## src/rtl/core/ssi_pkg.sv

```systemverilog
package ssi_pkg;

    localparam int VALUE_W   = 32;
    localparam int DEPTH_DEF = 16;

    // request codes carried on req_type
    typedef enum logic [1:0] {
        REQ_LOAD_A = 2'd0,
        REQ_LOAD_B = 2'd1,
        REQ_RUN    = 2'd2
    } req_t;

    // outcome of one signed compare of an A element against a B element
    typedef struct packed {
        logic lt;
        logic eq;
    } cmp_res_t;

endpackage

```

## src/rtl/core/ssi_ram.sv

```systemverilog
module ssi_ram #(
    parameter int WIDTH = 32,
    parameter int DEPTH = 16
) (
    input  logic                                   clk,
    input  logic                                   we,
    input  logic [((DEPTH > 1) ? $clog2(DEPTH) : 1)-1:0] waddr,
    input  logic [WIDTH-1:0]                       wdata,
    input  logic [((DEPTH > 1) ? $clog2(DEPTH) : 1)-1:0] raddr,
    output logic [WIDTH-1:0]                       rdata
);

    logic [WIDTH-1:0] mem [DEPTH];
    logic [WIDTH-1:0] rdata_reg;

    always_ff @(posedge clk)
    begin
        if (we)
        begin
            mem[waddr] <= wdata;
        end
        rdata_reg <= mem[raddr];
    end

    assign rdata = rdata_reg;

endmodule

```

## src/rtl/core/ssi_cmp.sv

```systemverilog
module ssi_cmp (
    input  logic signed [ssi_pkg::VALUE_W-1:0] a,
    input  logic signed [ssi_pkg::VALUE_W-1:0] b,
    output ssi_pkg::cmp_res_t                  res
);

    import ssi_pkg::*;

    // single signed comparator shared by every step of the walk
    always_comb
    begin
        res.lt = (a < b);
        res.eq = (a == b);
    end

endmodule

```

## src/rtl/core/sorted_set_intersection.sv

```systemverilog
// Sorted set intersection by a two-pointer walk.
//
// Command channel: an item is taken at a rising edge with start high and busy
// low. req_type selects the work: load A appends value to set A (ascending
// order expected), load B appends value to set B (descending order expected),
// run walks both sets. Unused codes and loads into a full set are dropped.
// Loads never raise busy, so one load per cycle is taken while no run is busy.
//
// Result channel: strobe marks each result for exactly one cycle; the receiver
// cannot stall it. A run gives the common values in ascending order, the last
// one with is_last set. An empty intersection gives one result with
// none_found and is_last set and value_res zero. A run clears both counts.
//
// Walk: a run makes S pointer steps, where S <= count_a + count_b; each
// step is one registered RAM read followed by one pass through the shared
// comparator. busy falls in the cycle that shows the last result.
//
// Reset clears the counts and the sequencer; the set stores keep no reset
// value and are read only below the counts.
module sorted_set_intersection #(
    parameter int DEPTH = ssi_pkg::DEPTH_DEF
) (
    input  logic                               clk,
    input  logic                               rst_n,
    input  logic                               start,
    output logic                               busy,
    input  logic [1:0]                         req_type,
    input  logic signed [ssi_pkg::VALUE_W-1:0] value,
    output logic                               strobe,
    output logic signed [ssi_pkg::VALUE_W-1:0] value_res,
    output logic                               is_last,
    output logic                               none_found
);

    import ssi_pkg::*;

    localparam int AW = (DEPTH > 1) ? $clog2(DEPTH) : 1;
    localparam int CW = $clog2(DEPTH + 1);
    localparam logic [CW-1:0] CNT_FULL = CW'(DEPTH);

    typedef enum logic [1:0] {
        ST_IDLE,
        ST_STEP,
        ST_CMP,
        ST_DONE
    } state_t;

    state_t               state_reg, state_next;
    logic [CW-1:0]        cnt_a_reg, cnt_a_next;
    logic [CW-1:0]        cnt_b_reg, cnt_b_next;
    logic [CW-1:0]        i_reg, i_next;
    logic [CW-1:0]        j_reg, j_next;
    logic [VALUE_W-1:0]   pend_val_reg, pend_val_next;
    logic                 pend_vld_reg, pend_vld_next;
    logic                 busy_reg, busy_next;
    logic                 strobe_reg, strobe_next;
    logic [VALUE_W-1:0]   res_val_reg, res_val_next;
    logic                 last_reg, last_next;
    logic                 none_reg, none_next;

    logic                 accept;
    logic                 we_a, we_b;
    logic [CW-1:0]        j_dec;
    logic [AW-1:0]        raddr_a, raddr_b;
    logic [VALUE_W-1:0]   rdata_a, rdata_b;
    cmp_res_t             cmp_res;

    assign accept  = start && !busy_reg;
    assign j_dec   = j_reg - CW'(1);
    assign raddr_a = i_reg[AW-1:0];
    assign raddr_b = j_dec[AW-1:0];

    ssi_ram #(
        .WIDTH (VALUE_W),
        .DEPTH (DEPTH)
    ) u_ram_a (
        .clk   (clk),
        .we    (we_a),
        .waddr (cnt_a_reg[AW-1:0]),
        .wdata (value),
        .raddr (raddr_a),
        .rdata (rdata_a)
    );

    ssi_ram #(
        .WIDTH (VALUE_W),
        .DEPTH (DEPTH)
    ) u_ram_b (
        .clk   (clk),
        .we    (we_b),
        .waddr (cnt_b_reg[AW-1:0]),
        .wdata (value),
        .raddr (raddr_b),
        .rdata (rdata_b)
    );

    ssi_cmp u_cmp (
        .a   (rdata_a),
        .b   (rdata_b),
        .res (cmp_res)
    );

    always_comb
    begin
        state_next    = state_reg;
        cnt_a_next    = cnt_a_reg;
        cnt_b_next    = cnt_b_reg;
        i_next        = i_reg;
        j_next        = j_reg;
        pend_val_next = pend_val_reg;
        pend_vld_next = pend_vld_reg;
        busy_next     = busy_reg;
        strobe_next   = 1'b0;
        res_val_next  = res_val_reg;
        last_next     = last_reg;
        none_next     = none_reg;
        we_a          = 1'b0;
        we_b          = 1'b0;

        unique case (state_reg)
            ST_IDLE:
            begin
                if (accept)
                begin
                    unique case (req_type)
                        REQ_LOAD_A:
                        begin
                            // append while room is left, drop otherwise
                            if (cnt_a_reg < CNT_FULL)
                            begin
                                we_a       = 1'b1;
                                cnt_a_next = cnt_a_reg + CW'(1);
                            end
                        end
                        REQ_LOAD_B:
                        begin
                            if (cnt_b_reg < CNT_FULL)
                            begin
                                we_b       = 1'b1;
                                cnt_b_next = cnt_b_reg + CW'(1);
                            end
                        end
                        REQ_RUN:
                        begin
                            // walk A from its start and B from its end
                            i_next        = '0;
                            j_next        = cnt_b_reg;
                            pend_vld_next = 1'b0;
                            busy_next     = 1'b1;
                            state_next    = ST_STEP;
                        end
                        default:
                        begin
                            // unused code: drop the item
                        end
                    endcase
                end
            end
            ST_STEP:
            begin
                // read addresses are driven now; data shows up in ST_CMP
                if ((i_reg < cnt_a_reg) && (j_reg != '0))
                begin
                    state_next = ST_CMP;
                end
                else
                begin
                    state_next = ST_DONE;
                end
            end
            ST_CMP:
            begin
                if (cmp_res.eq)
                begin
                    // release the held match now that another one follows
                    if (pend_vld_reg)
                    begin
                        strobe_next  = 1'b1;
                        res_val_next = pend_val_reg;
                        last_next    = 1'b0;
                        none_next    = 1'b0;
                    end
                    pend_val_next = rdata_a;
                    pend_vld_next = 1'b1;
                    i_next        = i_reg + CW'(1);
                    j_next        = j_dec;
                end
                else if (cmp_res.lt)
                begin
                    i_next = i_reg + CW'(1);
                end
                else
                begin
                    j_next = j_dec;
                end
                state_next = ST_STEP;
            end
            ST_DONE:
            begin
                strobe_next = 1'b1;
                last_next   = 1'b1;
                if (pend_vld_reg)
                begin
                    res_val_next = pend_val_reg;
                    none_next    = 1'b0;
                end
                else
                begin
                    res_val_next = '0;
                    none_next    = 1'b1;
                end
                pend_vld_next = 1'b0;
                cnt_a_next    = '0;
                cnt_b_next    = '0;
                busy_next     = 1'b0;
                state_next    = ST_IDLE;
            end
            default:
            begin
                state_next = ST_IDLE;
            end
        endcase
    end

    always_ff @(posedge clk or negedge rst_n)
    begin
        if (!rst_n)
        begin
            state_reg    <= ST_IDLE;
            cnt_a_reg    <= '0;
            cnt_b_reg    <= '0;
            i_reg        <= '0;
            j_reg        <= '0;
            pend_val_reg <= '0;
            pend_vld_reg <= 1'b0;
            busy_reg     <= 1'b0;
            strobe_reg   <= 1'b0;
            res_val_reg  <= '0;
            last_reg     <= 1'b0;
            none_reg     <= 1'b0;
        end
        else
        begin
            state_reg    <= state_next;
            cnt_a_reg    <= cnt_a_next;
            cnt_b_reg    <= cnt_b_next;
            i_reg        <= i_next;
            j_reg        <= j_next;
            pend_val_reg <= pend_val_next;
            pend_vld_reg <= pend_vld_next;
            busy_reg     <= busy_next;
            strobe_reg   <= strobe_next;
            res_val_reg  <= res_val_next;
            last_reg     <= last_next;
            none_reg     <= none_next;
        end
    end

    assign busy       = busy_reg;
    assign strobe     = strobe_reg;
    assign value_res  = res_val_reg;
    assign is_last    = last_reg;
    assign none_found = none_reg;

endmodule

```

## config.mk

```make
export PLATFORM = sky130hd
export DESIGN_NAME = sorted_set_intersection
export DESIGN_NICKNAME = d
export VERILOG_FILES = /design/src/rtl/core/ssi_pkg.sv /design/src/rtl/core/ssi_ram.sv /design/src/rtl/core/ssi_cmp.sv /design/src/rtl/core/sorted_set_intersection.sv
export SDC_FILE = /design/constraint.sdc
export NUM_CORES = 1
export LEC_CHECK = 0
export BUFFER_PORTS_ARGS = -buffer_cell sky130_fd_sc_hd__buf_2
export CORE_UTILIZATION = 24
export CTS_CLUSTER_DIAMETER = 30
export DETAILED_ROUTE_END_ITERATION = 10
export PLACE_DENSITY_LB_ADDON = 0.08
export SLEW_MARGIN = 0
export SYNTH_ARGS = -nofsm -noshare
export SYNTH_HDL_FRONTEND = slang
export SYNTH_SLANG_ARGS = --single-unit
```

## constraint.sdc

```tcl
create_clock -name clk -period 7.8 [get_ports clk]
set_input_delay 0.78 -clock clk [delete_from_list [all_inputs] [get_ports clk]]
set_output_delay 0.78 -clock clk [all_outputs]
set_load 0.005 [all_outputs]
```

Yosys cells after proc, flatten, opt, wreduce, memory -nomap -nowiden
Memory sizes are Yosys's and may differ from the RTL's. A register that Yosys moved wholly into a read port is not among the register bits.
Index checks and enable logic that the tools add are counted.
{ "totals": {"ff_bits": 91, "ramBits": 1024, "in_bits": 37, "word_cells": 110, "n_memories": 2} }
{ "op_classes": {"n_addsub": 4, "magnitude_cmp": 4, "eq_ne": 16, "n_mux": 53, "reduce_logical": 19} }
{ "mem_list": {"columns": ["memory", "words", "word_bits", "rd", "rd_clocked_by_memory_dff", "wr", "line_no", "source"], "rows": [
  ["u_ram_a.mem", 16, 32, 1, 1, 1, "ssi_ram.sv:13", "logic [WIDTH-1:0] mem [DEPTH];"],
  ["u_ram_b.mem", 16, 32, 1, 1, 1, "ssi_ram.sv:13", null]
]} }
{ "op_table": {"columns": ["op", "n"], "rows": [
  ["32-bit two-way mux", 3],
  ["5-bit two-way mux", 14],
  ["32-bit case mux with 2 select lines", 1],
  ["5-bit case mux with 2 select lines", 4],
  ["32-bit == test", 1],
  ["32-bit less-than comparator", 1],
  ["1-bit two-way mux", 23],
  ["4-bit AND reduction", 5],
  ["5-bit by 1-bit adder with 5-bit output, second input constant", 3],
  ["5-bit less-than comparator, second input constant", 2],
  ["2-bit inequality test, second input constant", 5],
  ["1-bit case mux with 2 select lines", 4],
  ["2-bit case mux with 4 select lines", 1],
  ["2-bit == test, second input constant", 3],
  ["2-bit by 1-bit inequality test with 1-bit output, second input constant", 3],
  ["3-bit inequality test, second input constant", 2],
  ["3-bit AND reduction", 2],
  ["2-bit nonzero test", 3],
  ["5-bit less-than comparator", 1],
  ["5-bit nonzero test", 1],
  ["5-bit by 1-bit subtractor with 5-bit output, second input constant", 1],
  ["2-bit by 1-bit == test with 1-bit output, second input constant", 2],
  ["2-bit zero test", 2],
  ["2-bit two-way mux", 2],
  ["other kinds (5)", 7]
]} }

Depth between registers and ports, before layout
{ "depth": {"ltp_word": 7, "mapped_depth": 11, "mapped_depth_nobuf": 9} }

Hierarchy
A second synthesis with hierarchy kept.
{ "unflattened": {"cells_unflattened": 2149, "area_unflattened_um2": 44615.3} }
{ "by_module_without_submodules": {"columns": ["mod", "instances", "cells_each", "area_per_inst_um2", "seq_area_each_um2"], "rows": [
  ["ssi_ram", 2, 838, 19835.3, 16015.4],
  ["sorted_set_intersection", 1, 360, 4124.0, 2277.2],
  ["ssi_cmp", 1, 113, 820.8, 0.0]
]} }

Least setup slack after synthesis
OpenSTA, ideal clock, no wires.
{ "synth_timing": {"path_type": "input-to-reg", "start": "in req_type[1]", "end": "mem u_ram_a.mem[15][0] (enable)", "t_arrival_ns": 3.891, "setup_slack_ns": 3.445, "stages": 5, "path_buffers": 0, "path_cell_list": "nor3_1 -> nand3_1 -> nor3_2 -> nand2_1 -> nor3_1"} }
{ "synth_via": {"elab_chain_cells": 6} }
{ "synth_lines": {"columns": ["item", "line_no", "source"], "rows": [
  ["from (decl)", "sorted_set_intersection.sv:27", "input logic [1:0] req_type,"],
  ["2-bit zero test", "sorted_set_intersection.sv:125", "unique case (req_type)"],
  ["1-bit two-way mux", "sorted_set_intersection.sv:125", null],
  ["1-bit two-way mux", "sorted_set_intersection.sv:123", "if (accept)"],
  ["1-bit two-way mux", "sorted_set_intersection.sv:120", "unique case (state_reg)"],
  ["1-bit two-way mux", "ssi_ram.sv:18", "if (we)"],
  ["1-bit two-way mux (implied by the code)", "ssi_ram.sv:20", "mem[waddr] <= wdata;"],
  ["to (decl)", "ssi_ram.sv:13", null]
]} }
No other way between the ends.

Final worst setup path
{ "layout_timing": {"start": "reg u_ram_a.rdata_reg[21] (netlist: u_ram_a.rdata[21]) (read register of u_ram_a.mem)", "end": "reg res_val_reg[17] (netlist: value_res[17])"} }
{ "layout_via": {"elab_chain_cells": 3} }
{ "layout_lines": {"columns": ["item", "line_no", "source"], "rows": [
  ["from (decl)", "ssi_ram.sv:14", "logic [WIDTH-1:0] rdata_reg;"],
  ["32-bit == test", "ssi_cmp.sv:13", "res.eq = (a == b);"],
  ["2-bit inequality test (no line)", null, null],
  ["3-bit AND reduction (no line)", null, null],
  ["to (signal assigned)", "sorted_set_intersection.sv:253", "res_val_reg <= res_val_next;"],
  ["to (decl)", "sorted_set_intersection.sv:57", "logic [VALUE_W-1:0] res_val_reg, res_val_next;"]
]} }
No other way between the ends.
A chain may end at the register's enable or synchronous reset.

==> impl_metrics.sql <==
INSERT INTO impl_metrics (metric_group, metric, value, unit) VALUES
('outcome', 'result_of_the_run', 'finished, final reports clean', ''),
('synth', 'syn_avg_cell_area', '22.1', 'um^2'),
('global_route', 'grt_remaining_overflow', '0', ''),
('place', 'dp_hpwl', '76500', 'um'),
('routing', 'route.detailed.wl_per_inst', '27.1', 'um'),
('routing', 'vias', '22100', ''),
('timing', 'report.final.setup_viol', '0', ''),
('job', 'max_cap_violations', '0', ''),
('synth', 'synth_flop_cell', 'sky130_fd_sc_hd__edfxtp_1', ''),
('power', 'irDropWorstVdd', '0.389', 'mV'),
('die', 'die_outline_area', '188000', 'um^2'),
('synth', 'synth.cell_area', '44700', 'um^2'),
('timing', 'slew_violations', '0', ''),
('cts', 'cts_setup_buffers', '0', ''),
('cts', 'cts.sinks', '1179', ''),
('place', 'placement.io_buffers', '72', ''),
('power', 'power.density_cell_area', '418', 'nW/um^2'),
('die', 'die_height', '433', 'um'),
('timing', 'worst-slew-pin-transition', '1.05', 'ns'),
('timing', 'fin_skew', '0.0768', 'ns'),
('routing', 'number_of_drc_markers_in_iteration_0', '1321', ''),
('place', 'detailed_place.area', '48400', 'um^2'),
('critical_path', 'r2r_start', 'u_ram_a.rdata[21]', ''),
('synth', 'synth_area_leaders', 'sky130_fd_sc_hd__edfxtp_1, sky130_fd_sc_hd__mux4_2, sky130_fd_sc_hd__dfrtp_1', ''),
('timing', 'hold_viol_final', '0', ''),
('final_layout', 'layout.cell_area.non_filler', '59200', 'um^2'),
('global_route', 'pin_count_of_the_biggest_net_entering_global_routing', '130', ''),
('die', 'rows', '157', ''),
('die', 'floorplan.io_pins', '73', ''),
('cts', 'cts_htree_levels', '5', ''),
('final_layout', 'layout-area-overhead-vs-synth', '32.4', '%'),
('cts', 'clock_path_buffers', '4', ''),
('critical_path', 'cp.arrival', '4.53', 'ns'),
('synth', 'yosys-top-cells-count', 'sky130_fd_sc_hd__edfxtp_1, sky130_fd_sc_hd__mux4_2, sky130_fd_sc_hd__nand2_1', ''),
('global_route', 'grt_util_all_layers', '14.9', '%'),
('global_route', 'global_route_wire_length_before_repair', '193000', 'um'),
('timing', 'finalWorstPathRequiredPeriod', '3.81', 'ns'),
('synth', 'post_synth_inst_count', '2024', ''),
('cts', 'tritoncts_clock_tree', 'done', ''),
('routing', 'drc', '0', ''),
('synth', 'synth.distinct_cells', '56', ''),
('cts', 'cts_buffers', '322', ''),
('routing', 'postRouteWirelength', '138000', 'um'),
('cts', 'clkTransAtPathRegs', '0.04', 'ns'),
('critical_path', 'worst_path_fanout_max', '66', ''),
('critical_path', 'timing.setup.critical_path_class', 'reg2reg', ''),
('synth', 'netlist.top_cell.by_area', 'sky130_fd_sc_hd__edfxtp_1', ''),
('synth', 'yosys.cell_count.top_type', 'sky130_fd_sc_hd__edfxtp_1', ''),
('final_layout', 'layout_top_registers', 'u_ram_a.mem (512), u_ram_b.mem (512)', ''),
('final_layout', 'nNetsFinal', '2473', ''),
('critical_path', 'kind_of_start_point_of_the_critical_path', 'register', ''),
('die', 'die_w', '433', 'um'),
('place', 'place.gp.congestion', '0.717', ''),
('cts', 'clock_insertion_delay_worst_skew', '0.92', 'ns'),
('routing', 'detailedRoute.firstPassIterationCount', '4', ''),
('synth', 'count_of_state_elements_after_synthesis', '1179', ''),
('power', 'power_leakage', '0.0200', 'uW'),
('critical_path', 'crit_required', '8.52', 'ns'),
('cts', 'ctsHoldBuffers', '1', ''),
('cts', 'cts_root_buffer', 'sky130_fd_sc_hd__clkbuf_16', ''),
('routing', 'vias_per_cell', '4.33', ''),
('timing', 'ratio_of_final_minimum_period_to_clock_period', '48.9', '%'),
('final_layout', 'layout-drive-gt1-share', '38.4', '%'),
('global_route', 'grt_antenna_before_repair', '19', ''),
('timing', 'maxSlewHeadroom', '30.2', '%'),
('final_layout', 'layout.filler_cells', '17500', ''),
('timing', 'fmaxAchievable', '0.262', 'GHz'),
('critical_path', 'timing.critical_path.from', 'u_ram_a.rdata[21]', ''),
('synth', 'synth-seq-area-share', '76.8', '%'),
('worst_hold_path', 'min-delay-start', 'req_type[1]', ''),
('timing', 'totalNegativeSetupSlack', '0', 'ns');
through the flow:
stage	hold slack [ns]	util [%]	power [uW]	std cells	setup slack, ns
after floorplan	0.463	-	10300	2024	3.45
after global placement	0.478	26.3	12000	4525	3.93
after detailed placement	0.481	26.3	12000	4529	3.82
after CTS	0.212	32.1	25200	5088	3.96
after global routing	0.273	32.1	25700	5089	3.81
final	0.290	32.1	24700	5094	3.99
kinds of logic (layout without fill, tap and decap cells):
kind of cell | after synthesis | count (layout) | share of synthesized area, %
other | 0 | 6 | 0
XOR/XNOR | 8 | 8 | 0.157
flip-flops | 1179 | 1179 | 76.8
multiplexers | 358 | 358 | 17.1
AND/OR/NAND/NOR | 191 | 191 | 1.99
AO/OA/AOI/OAI | 95 | 95 | 1.34
adder cells (fa/ha/maj) | 46 | 46 | 1.29
buffers and inverters | 147 | 747 | 1.32
final cells by class:
class	instances	area [um^2]	share of cell area, %
sequential	1179	34300	58.0
multi-input combinational	698	9940	16.8
clock buffer	392	8570	14.5
tap	2464	3080	5.21
clock inverter	166	2110	3.57
timing repair buffer	131	887	1.50
inverter	58	218	0.368
antenna	6	15.0	0.0254
routing by layer:
metal | share of wire (%) | track usage (%) | vias up
met5 | 0.020 | 0 | -
met4 | 2.4 | 5.02 | 6
met3 | 4.6 | 3.52 | 239
met2 | 49 | 24.3 | 592
met1 | 44 | 19.4 | 12000
li1 | - | - | 9234
path summary, 6_finish.rpt:
check	end	slack, ns	depth (start not counted)
max in group asynchronous	pend_vld_reg	6.07	3
min	busy	0.29	3
max	value_res[17]	3.99	10
min reg2reg	value_res[26]	0.48	2
max reg2reg	value_res[17]	3.99	10
min in group asynchronous	strobe	0.37	2
cell usage in the layout, fill, tap and decap left out, types with 51 or more instances in the layout:
cell type,n
sky130_fd_sc_hd__buf_2,71
sky130_fd_sc_hd__buf_4,52
sky130_fd_sc_hd__clkbuf_1,51
sky130_fd_sc_hd__clkbuf_16,327
sky130_fd_sc_hd__dfrtp_1,85
sky130_fd_sc_hd__dfxtp_1,64
sky130_fd_sc_hd__edfxtp_1,1024
sky130_fd_sc_hd__inv_1,57
sky130_fd_sc_hd__mux4_2,320
sky130_fd_sc_hd__nand2_1,93
report_power, final:
part | switching [uW] | internal (uW)
logic | 2350 | 2000
registers | 287 | 7120
clock network | 3730 | 9220
total | 6370 | 18300
worst max-delay path: stages, from the launching register on:
cell and delay [ns]:
sky130_fd_sc_hd__dfxtp_1 0.60, sky130_fd_sc_hd__ha_1 0.23, sky130_fd_sc_hd__nand4_1 0.23, sky130_fd_sc_hd__nor4_4 0.52, sky130_fd_sc_hd__nand3_1 0.35, sky130_fd_sc_hd__nor2_4 0.36, sky130_fd_sc_hd__buf_4 0.57, sky130_fd_sc_hd__a21oi_4 0.10
sky130_fd_sc_hd__buf_4 0.37, sky130_fd_sc_hd__nand2_1 0.16, sky130_fd_sc_hd__o21ai_1 0.07
Note: power is estimated with default switching activity, not from simulation.
